`config.mk`:
```
export PLATFORM = sky130hd
export DESIGN_NAME = nested_pc_hit_counter_trigger
export DESIGN_NICKNAME = d
export VERILOG_FILES = /design/src/hw/rtl/npc_trig_pkg.sv /design/src/hw/rtl/npc_trig_ctrl.sv /design/src/hw/rtl/npc_trig_dp.sv /design/src/hw/rtl/nested_pc_hit_counter_trigger.sv
export SDC_FILE = /design/constraint.sdc
export NUM_CORES = 2
export LEC_CHECK = 0
export BUFFER_PORTS_ARGS = -buffer_cell sky130_fd_sc_hd__clkbuf_2
export CORE_UTILIZATION = 45
export DETAILED_ROUTE_END_ITERATION = 8
export GPL_ROUTABILITY_DRIVEN = 0
export PLACE_DENSITY = 0.58
export SLEW_MARGIN = 10
export SYNTH_ARGS = -nofsm -noshare
export SYNTH_HDL_FRONTEND = slang
export SYNTH_SLANG_ARGS = --single-unit
```
`constraint.sdc`:
```
create_clock -name clk -period 26.8 [get_ports clk]
set_input_delay 2.68 -clock clk [delete_from_list [all_inputs] [get_ports clk]]
set_output_delay 2.68 -clock clk [all_outputs]
set_load 0.01 [all_outputs]
```
`src/hw/rtl/npc_trig_pkg.sv`:
```
// Shared types, constants and helpers for the nested hit counter trigger.
`default_nettype none
package npc_trig_pkg;

	localparam int DEPTH_DEF  = 8;
	localparam int CNT_W      = 32;
	localparam int ADDR_W     = 64;
	localparam int OPC_W      = 2;
	localparam int EIDX_W     = 3;
	localparam int ACT_W      = 4;
	localparam int CFG_IDX_W  = 1;
	localparam int CFG_DATA_W = 32;

	localparam logic [CFG_IDX_W-1:0] REG_EXPECTED = 1'd0;
	localparam logic [CFG_IDX_W-1:0] REG_ACTIVE   = 1'd1;

	typedef enum logic [OPC_W-1:0] {
		OP_OBSERVE = 2'd0,
		OP_LOAD    = 2'd1,
		OP_READ    = 2'd2,
		OP_NONE    = 2'd3
	} op_t;

	typedef enum logic [1:0] {
		ST_IDLE,
		ST_MATCH,
		ST_UPDATE
	} state_t;

	typedef struct packed {
		logic latch;
		logic eval;
		logic update;
	} ctl_t;

	function automatic logic [CNT_W-1:0] sat_inc(input logic [CNT_W-1:0] v);
		sat_inc = (v == '1) ? v : v + CNT_W'(1);
	endfunction

endpackage
`default_nettype wire

```
`src/hw/rtl/npc_trig_ctrl.sv`:
```
// Request sequencer: accept, compare, update, then strobe the result.
`default_nettype none
module npc_trig_ctrl (
	input  wire logic                clk,
	input  wire logic                arst_n,
	input  wire logic                start,
	output logic                     busy,
	output logic                     done,
	output npc_trig_pkg::ctl_t       ctl
);

	npc_trig_pkg::state_t state_q, state_nx;
	logic done_q;

	always_ff @(posedge clk or negedge arst_n) begin
		if (!arst_n) begin
			state_q <= npc_trig_pkg::ST_IDLE;
			done_q  <= 1'b0;
		end else begin
			state_q <= state_nx;
			done_q  <= ctl.update;
		end
	end

	always_comb begin
		state_nx   = state_q;
		ctl        = '0;
		busy       = 1'b1;
		case (state_q)
			npc_trig_pkg::ST_IDLE: begin
				busy = 1'b0;
				if (start) begin
					ctl.latch = 1'b1;
					state_nx  = npc_trig_pkg::ST_MATCH;
				end
			end
			npc_trig_pkg::ST_MATCH: begin
				ctl.eval = 1'b1;
				state_nx = npc_trig_pkg::ST_UPDATE;
			end
			npc_trig_pkg::ST_UPDATE: begin
				ctl.update = 1'b1;
				state_nx   = npc_trig_pkg::ST_IDLE;
			end
			default: begin
				state_nx = npc_trig_pkg::ST_IDLE;
			end
		endcase
	end

	assign done = done_q;

endmodule
`default_nettype wire

```
`src/hw/rtl/npc_trig_dp.sv`:
```
// Datapath: entry list, per-entry hit counters, tail counter and result registers.
`default_nettype none
module npc_trig_dp #(
	parameter int DEPTH = npc_trig_pkg::DEPTH_DEF
) (
	input  wire logic                                  clk,
	input  wire logic                                  arst_n,
	input  wire npc_trig_pkg::ctl_t                    ctl,
	input  wire logic                                  cfg_we,
	input  wire logic [npc_trig_pkg::CFG_IDX_W-1:0]    cfg_index,
	input  wire logic [npc_trig_pkg::CFG_DATA_W-1:0]   cfg_data,
	input  wire logic [npc_trig_pkg::OPC_W-1:0]        opcode,
	input  wire logic [npc_trig_pkg::ADDR_W-1:0]       address,
	input  wire logic [npc_trig_pkg::EIDX_W-1:0]       entry_index,
	output logic                                       matched,
	output logic [npc_trig_pkg::EIDX_W-1:0]            match_index,
	output logic [npc_trig_pkg::CNT_W-1:0]             count_value,
	output logic [npc_trig_pkg::CNT_W-1:0]             tail_hits,
	output logic                                       halted
);

	localparam int IW  = (DEPTH > 1) ? $clog2(DEPTH) : 1;
	localparam int NW0 = $clog2(DEPTH + 1);
	localparam int NW  = (NW0 > npc_trig_pkg::ACT_W) ? NW0 : npc_trig_pkg::ACT_W;

	logic [npc_trig_pkg::CNT_W-1:0]  expected_q;
	logic [npc_trig_pkg::ACT_W-1:0]  active_q;
	logic [npc_trig_pkg::OPC_W-1:0]  op_q;
	logic [npc_trig_pkg::ADDR_W-1:0] addr_q;
	logic [npc_trig_pkg::EIDX_W-1:0] idx_q;
	logic [npc_trig_pkg::ADDR_W-1:0] ent_addr_q [DEPTH];
	logic [npc_trig_pkg::CNT_W-1:0]  hits_q [DEPTH];
	logic [DEPTH-1:0]                hit_oh_q;
	logic [IW-1:0]                   hit_idx_q;
	logic                            any_q;
	logic                            tail_hit_q;
	logic [npc_trig_pkg::CNT_W-1:0]  tail_q;
	logic                            stop_q;
	logic                            matched_q;
	logic [npc_trig_pkg::EIDX_W-1:0] match_index_q;
	logic [npc_trig_pkg::CNT_W-1:0]  count_q;

	logic [NW-1:0]                   live_n;
	logic [DEPTH-1:0]                lane_on;
	logic [DEPTH-1:0]                eq;
	logic [DEPTH-1:0]                eq_low;
	logic [IW-1:0]                   eq_idx;
	logic                            idx_ok;
	logic [IW-1:0]                   widx;
	logic                            do_obs;
	logic                            counted;
	logic [npc_trig_pkg::CNT_W-1:0]  hit_new;
	logic [npc_trig_pkg::CNT_W-1:0]  tail_new;

	always_comb begin
		if (active_q == '0) begin
			live_n = NW'(1);
		end else if (int'(active_q) > DEPTH) begin
			live_n = NW'(DEPTH);
		end else begin
			live_n = NW'(active_q);
		end
	end

	always_comb begin
		eq_idx = '0;
		for (int k = 0; k < DEPTH; k++) begin
			lane_on[k] = (k < int'(live_n));
			eq[k]      = lane_on[k] && (ent_addr_q[k] == addr_q);
		end
		for (int k = DEPTH - 1; k >= 0; k--) begin
			if (eq[k]) begin
				eq_idx = IW'(k);
			end
		end
		eq_low = eq & (~eq + DEPTH'(1));
	end

	assign idx_ok   = (int'(idx_q) < DEPTH);
	assign widx     = IW'(idx_q);
	assign do_obs   = (op_q == npc_trig_pkg::OP_OBSERVE) && !stop_q;
	assign counted  = do_obs && any_q;
	assign hit_new  = npc_trig_pkg::sat_inc(hits_q[hit_idx_q]);
	assign tail_new = (counted && tail_hit_q) ? npc_trig_pkg::sat_inc(tail_q) : tail_q;

	always_ff @(posedge clk or negedge arst_n) begin
		if (!arst_n) begin
			expected_q <= npc_trig_pkg::CNT_W'(1);
			active_q   <= npc_trig_pkg::ACT_W'(1);
		end else if (cfg_we) begin
			case (cfg_index)
				npc_trig_pkg::REG_EXPECTED: expected_q <= cfg_data;
				npc_trig_pkg::REG_ACTIVE:   active_q <= cfg_data[npc_trig_pkg::ACT_W-1:0];
				default: ;
			endcase
		end
	end

	always_ff @(posedge clk) begin
		if (ctl.latch) begin
			op_q   <= opcode;
			addr_q <= address;
			idx_q  <= entry_index;
		end
		if (ctl.eval) begin
			hit_oh_q   <= eq_low;
			hit_idx_q  <= eq_idx;
			any_q      <= |eq;
			tail_hit_q <= (int'(eq_idx) == int'(live_n) - 1);
		end
		if (ctl.update && (op_q == npc_trig_pkg::OP_LOAD) && !stop_q && idx_ok) begin
			ent_addr_q[widx] <= addr_q;
		end
		if (ctl.update) begin
			matched_q     <= counted;
			match_index_q <= counted ? npc_trig_pkg::EIDX_W'(hit_idx_q) : '0;
			if (counted) begin
				count_q <= hit_new;
			end else if ((op_q == npc_trig_pkg::OP_READ) && idx_ok) begin
				count_q <= hits_q[widx];
			end else begin
				count_q <= '0;
			end
		end
	end

	always_ff @(posedge clk or negedge arst_n) begin
		if (!arst_n) begin
			for (int k = 0; k < DEPTH; k++) begin
				hits_q[k] <= '0;
			end
			tail_q <= '0;
			stop_q <= 1'b0;
		end else if (ctl.update && counted) begin
			for (int k = 0; k < DEPTH; k++) begin
				if (hit_oh_q[k]) begin
					hits_q[k] <= hit_new;
				end else if (lane_on[k] && (k > int'(hit_idx_q))) begin
					hits_q[k] <= '0;
				end
			end
			tail_q <= tail_new;
			if (tail_new >= expected_q) begin
				stop_q <= 1'b1;
			end
		end
	end

	assign matched     = matched_q;
	assign match_index = match_index_q;
	assign count_value = count_q;
	assign tail_hits   = tail_q;
	assign halted      = stop_q;

endmodule
`default_nettype wire

```
`src/hw/rtl/nested_pc_hit_counter_trigger.sv`:
```
// Top level of the nested hit counter trigger: sequencer, datapath and checks.
`default_nettype none
// A request is taken when start is high and busy is low. After that, busy
// stays high for the compare cycle (all active entries checked against the
// address in parallel, lowest index wins) and the update cycle (counter
// increment, masked clear of later entries, tail count and halt check); done
// then pulses for one cycle with the result on the result ports, and a new
// request may be taken in that same cycle. The receiver cannot stall and must
// take each result during its done cycle. tail_hits and halted also show the
// live state between results. Configuration writes apply at once and belong in
// periods when no request is in flight.
module nested_pc_hit_counter_trigger #(
	parameter int DEPTH = npc_trig_pkg::DEPTH_DEF
) (
	input  wire logic                                  clk,
	input  wire logic                                  arst_n,
	input  wire logic                                  start,
	output logic                                       busy,
	output logic                                       done,
	input  wire logic                                  cfg_we,
	input  wire logic [npc_trig_pkg::CFG_IDX_W-1:0]    cfg_index,
	input  wire logic [npc_trig_pkg::CFG_DATA_W-1:0]   cfg_data,
	input  wire logic [npc_trig_pkg::OPC_W-1:0]        opcode,
	input  wire logic [npc_trig_pkg::ADDR_W-1:0]       address,
	input  wire logic [npc_trig_pkg::EIDX_W-1:0]       entry_index,
	output logic                                       matched,
	output logic [npc_trig_pkg::EIDX_W-1:0]            match_index,
	output logic [npc_trig_pkg::CNT_W-1:0]             count_value,
	output logic [npc_trig_pkg::CNT_W-1:0]             tail_hits,
	output logic                                       halted
);

	npc_trig_pkg::ctl_t ctl;

	npc_trig_ctrl u_ctrl (
		.clk    (clk),
		.arst_n (arst_n),
		.start  (start),
		.busy   (busy),
		.done   (done),
		.ctl    (ctl)
	);

	npc_trig_dp #(
		.DEPTH (DEPTH)
	) u_dp (
		.clk         (clk),
		.arst_n      (arst_n),
		.ctl         (ctl),
		.cfg_we      (cfg_we),
		.cfg_index   (cfg_index),
		.cfg_data    (cfg_data),
		.opcode      (opcode),
		.address     (address),
		.entry_index (entry_index),
		.matched     (matched),
		.match_index (match_index),
		.count_value (count_value),
		.tail_hits   (tail_hits),
		.halted      (halted)
	);

	a_done_after_busy: assert property (@(posedge clk) disable iff (!arst_n)
		done |-> $past(busy))
		else $error("result strobe without a request in flight");

	a_halt_sticky: assert property (@(posedge clk) disable iff (!arst_n)
		halted |=> halted)
		else $error("halt released");

	a_match_nonzero: assert property (@(posedge clk) disable iff (!arst_n)
		(done && matched) |-> (count_value != '0))
		else $error("matched request with zero count");

	a_tail_steady_idle: assert property (@(posedge clk) disable iff (!arst_n)
		(!busy && !start && !done) |=> $stable(tail_hits))
		else $error("tail count moved while idle");

endmodule
`default_nettype wire

```
==> flow_metrics.tcl <==
set metrics [dict create \
    wire_per_inst_um 25.6 \
    synth_largest_area_cell "edfxtp_1" \
    synth.top_cell.area_share_pct 44.0 \
    path_class "reg2reg" \
    final_nets 3633 \
    die_w_um 311 \
    rows 112 \
    synth_nets 3449 \
    synth_sequential_area_ratio_pct 63.1 \
    finalInstanceArea_um2 48900 \
    relSlewSlack_pct 25.7 \
    yosysMostFrequentCell "edfxtp_1" \
    post_synth_num_cell_types 78 \
    clock-sinks 958 \
    dp_hpwl_mm 73.6 \
    startpoint_type "flip-flop" \
    synth.top_cells.by_count "edfxtp_1 (630), nand2_1 (385), xor2_1 (353)" \
    async_flop_share_pct 34.2 \
    firstDrtPassIters 8 \
    track_usage_pct 25.5 \
    io_pins 177 \
    synth-seq-cells 958 \
    min_period_ns 5.24 \
    viasPerCell 5.83 \
    endpoint_kind "flip-flop" \
    hp-class "reg2reg" \
    rsz0062_at_grt "false" \
    htreeDepth 3 \
    instances_no_fill 4831 \
    crit_arrival_ns 5.83 \
    maxCapViolCount 0 \
    overflow 0 \
    area_growth_pct 13.8 \
    num_vias 28100 \
    cts_made_buffers 102 \
    clock_latency_ns 0.71 \
    cts_root_buffer "clkbuf_16" \
    cts_tree "yes" \
    drive_gt1_share_pct 15.7 \
    io_buffers 176 \
    drc 0 \
    grt_pass1_wl_mm 185 \
    hold_viol 0 \
    synthFlopType "edfxtp_1" \
    power_leakage_nw 18.1 \
    synth.avg_cell_area_um2 13.0 \
    setup_violations 0 \
    grt_max_degree 109 \
    synth_enable_flop_cells 630 \
    antenna_found_initial 3 \
    vdd_ir_drop_max_uv 54.9 \
    grt_pass1_vias 28900 \
    synth_area_leaders "edfxtp_1 (44%), dfrtp_1 (19%), xor2_1 (7.2%), xnor2_1 (4.3%), nand2_1 (3.4%)" \
    synth_cells 3306 \
    yosys_warnings 0 \
    maxSlewViolCount 0 \
    cts.clk_slew.worst_paths_ns 0.06 \
    status "finished clean" \
    worstHoldPathCells 1 \
    setup_tns_ns 0 \
    min_period_over_period_pct 19.5 \
    worst_pin_slew_ns 1.11 \
    core_area_um2 93900 \
    syn_area_um2 43000 \
    ant_nets 0 \
    postPlaceCellArea_um2 45500 \
    finClkSkew_ns 0.0512 \
    wl_mm 124 \
    holdWs_ns 0.480 \
    initial_core_util_pct 45.8 \
    cp.required_ns 27.39 \
    powerDensity_nw_per_um2 68.1 \
    holdBufCountCts 0 \
    die-area_um2 96700 \
    total_power_mw 3.33 \
    dp.cells 4639 \
    cts_setup_buffers 0 \
    reg2regPathDepth 18 \
    clock.fmax_ghz 0.191 \
    ctsResizeCount 0 \
    clock_path_buffers 3 \
    cp_max_fo 33 \
    dr.first_iter.drc_count 2759 \
    fp.dieH_um 311 \
]
## where the power goes
| part | internal (mW) | leakage (nW) | switching, mW |
|---|---|---|---|
| registers | 1.62 | 10.2 | 0.0241 |
| clock network | 0.820 | 1.62 | 0.606 |
| logic | 0.0794 | 6.25 | 0.178 |
## path summary, 6_finish.rpt
| path | end | slack [ns] | from |
|---|---|---|---|
| worst max-delay path | u_dp.halted$_DFFE_PN0P_ | 21.56 | u_dp.halted$_DFFE_PN0P_ |
| worst min-delay path | u_ctrl.state_q[1]$_DFFE_PN0P_ | 0.48 | u_ctrl.state_q[1]$_DFFE_PN0P_ |
| worst max register to register | u_dp.halted$_DFFE_PN0P_ | 21.56 | u_dp.halted$_DFFE_PN0P_ |
| worst min register to register | u_ctrl.state_q[1]$_DFFE_PN0P_ | 0.48 | u_ctrl.state_q[1]$_DFFE_PN0P_ |
| max in group asynchronous | u_dp.hits_q[235]$_DFFE_PN0P_ | 22.54 | arst_n |
| min in group asynchronous | u_dp.expected_q[19]$_DFFE_PN0P_ | 2.02 | arst_n |
## critical path, cell delays in order, from the launching register on
cell,delay (ns)
dfrtp_1,0.40
nor2_1,0.13
nand3b_1,0.09
buf_4,0.31
inv_1,0.27
nand2_1,0.15
a41oi_1,0.78
nand4_1,0.50
nor4_1,0.65
and2_0,0.37
nand2_1,0.11
xnor2_1,0.14
ha_1,0.30
nor2b_1,0.13
o21ai_0,0.14
nand2b_1,0.07
a21oi_1,0.13
o21ai_0,0.10
a221o_1,0.34
## cells by family after synthesis
logic type / count (synthesis) / share of synthesized area (%)
muxes: 101 / 4.34
and+or+nand+nor: 810 / 9.21
DFF: 958 / 63.1
AOI/OAI and AO/OA: 556 / 7.93
buffers and inverters: 277 / 2.66
adders and majority gates: 37 / 1.08
xor gates and xnor gates: 567 / 11.7
## metrics by stage
| step | utilization (%) | worst slack [ns] |
|---|---|---|
| finish | 52.1 | 21.56 |
| global route | 52.1 | 21.08 |
| CTS | 52.1 | 21.53 |
| detailed placement | 48.5 | 21.45 |
| global placement | 48.5 | 21.52 |
| floorplan | - | 17.33 |
## placed cells by master, fill, tap and decap left out, drive strengths merged, types with 10 or more instances in the layout
| master | synthesis | final |
|---|---|---|
| a22oi | 131 | 131 |
| nand2b | 14 | 14 |
| nand4 | 111 | 111 |
| nand2 | 388 | 388 |
| a21oi | 18 | 18 |
| clkinv | 1 | 33 |
| ha | 37 | 37 |
| nor2b | 19 | 19 |
| xnor2 | 213 | 213 |
| a21o | 10 | 10 |
| nor4 | 98 | 98 |
| nor2 | 61 | 61 |
| xor2 | 354 | 354 |
| inv | 81 | 85 |
| edfxtp | 630 | 630 |
| buf | 25 | 100 |
| mux2i | 28 | 28 |
| o21ai | 325 | 325 |
| nor3 | 27 | 27 |
| dfrtp | 326 | 326 |
| mux4 | 64 | 64 |
| clkbuf | 170 | 312 |
| nand3 | 48 | 48 |
| o22ai | 14 | 14 |
## area by class of cell
class / instances / area [um^2]
Inverter: 82 / 313
Tap cell: 1254 / 1570
Timing Repair Buffer: 275 / 1650
Sequential cell: 958 / 27100
Antenna cell: 1 / 2.50
Clock inverter: 53 / 593
Fill cell: 7952 / 45000
Clock buffer: 137 / 2780
Multi-Input combinational cell: 2071 / 14900
## sequential cells by signal, indices dropped and copies added, names as in the netlist, 2 cells and up
signal	count
u_ctrl.state_q	2
u_dp.active_q	4
u_dp.addr_q	64
u_dp.count_value	32
u_dp.ent_addr_q	512
u_dp.expected_q	32
u_dp.hit_idx_q	3
u_dp.hit_oh_q	8
u_dp.hits_q	256
u_dp.idx_q	3
u_dp.match_index	3
u_dp.op_q	2
u_dp.tail_hits	32
## per-layer routing
layer / GRT usage [%] / part of all wire [%] / vias up / wire length (um)
met3: 4.13 / 7.0 / 340 / 8630
met2: 42.1 / 48 / 1249 / 59300
met1: 33.7 / 41 / 14100 / 51000
met4: 10.1 / 3.8 / 2 / 4690
met5: 0 / 0.012 / - / 15
li1: - / - / 12400 / -
Power figures use the tool's default switching activity.
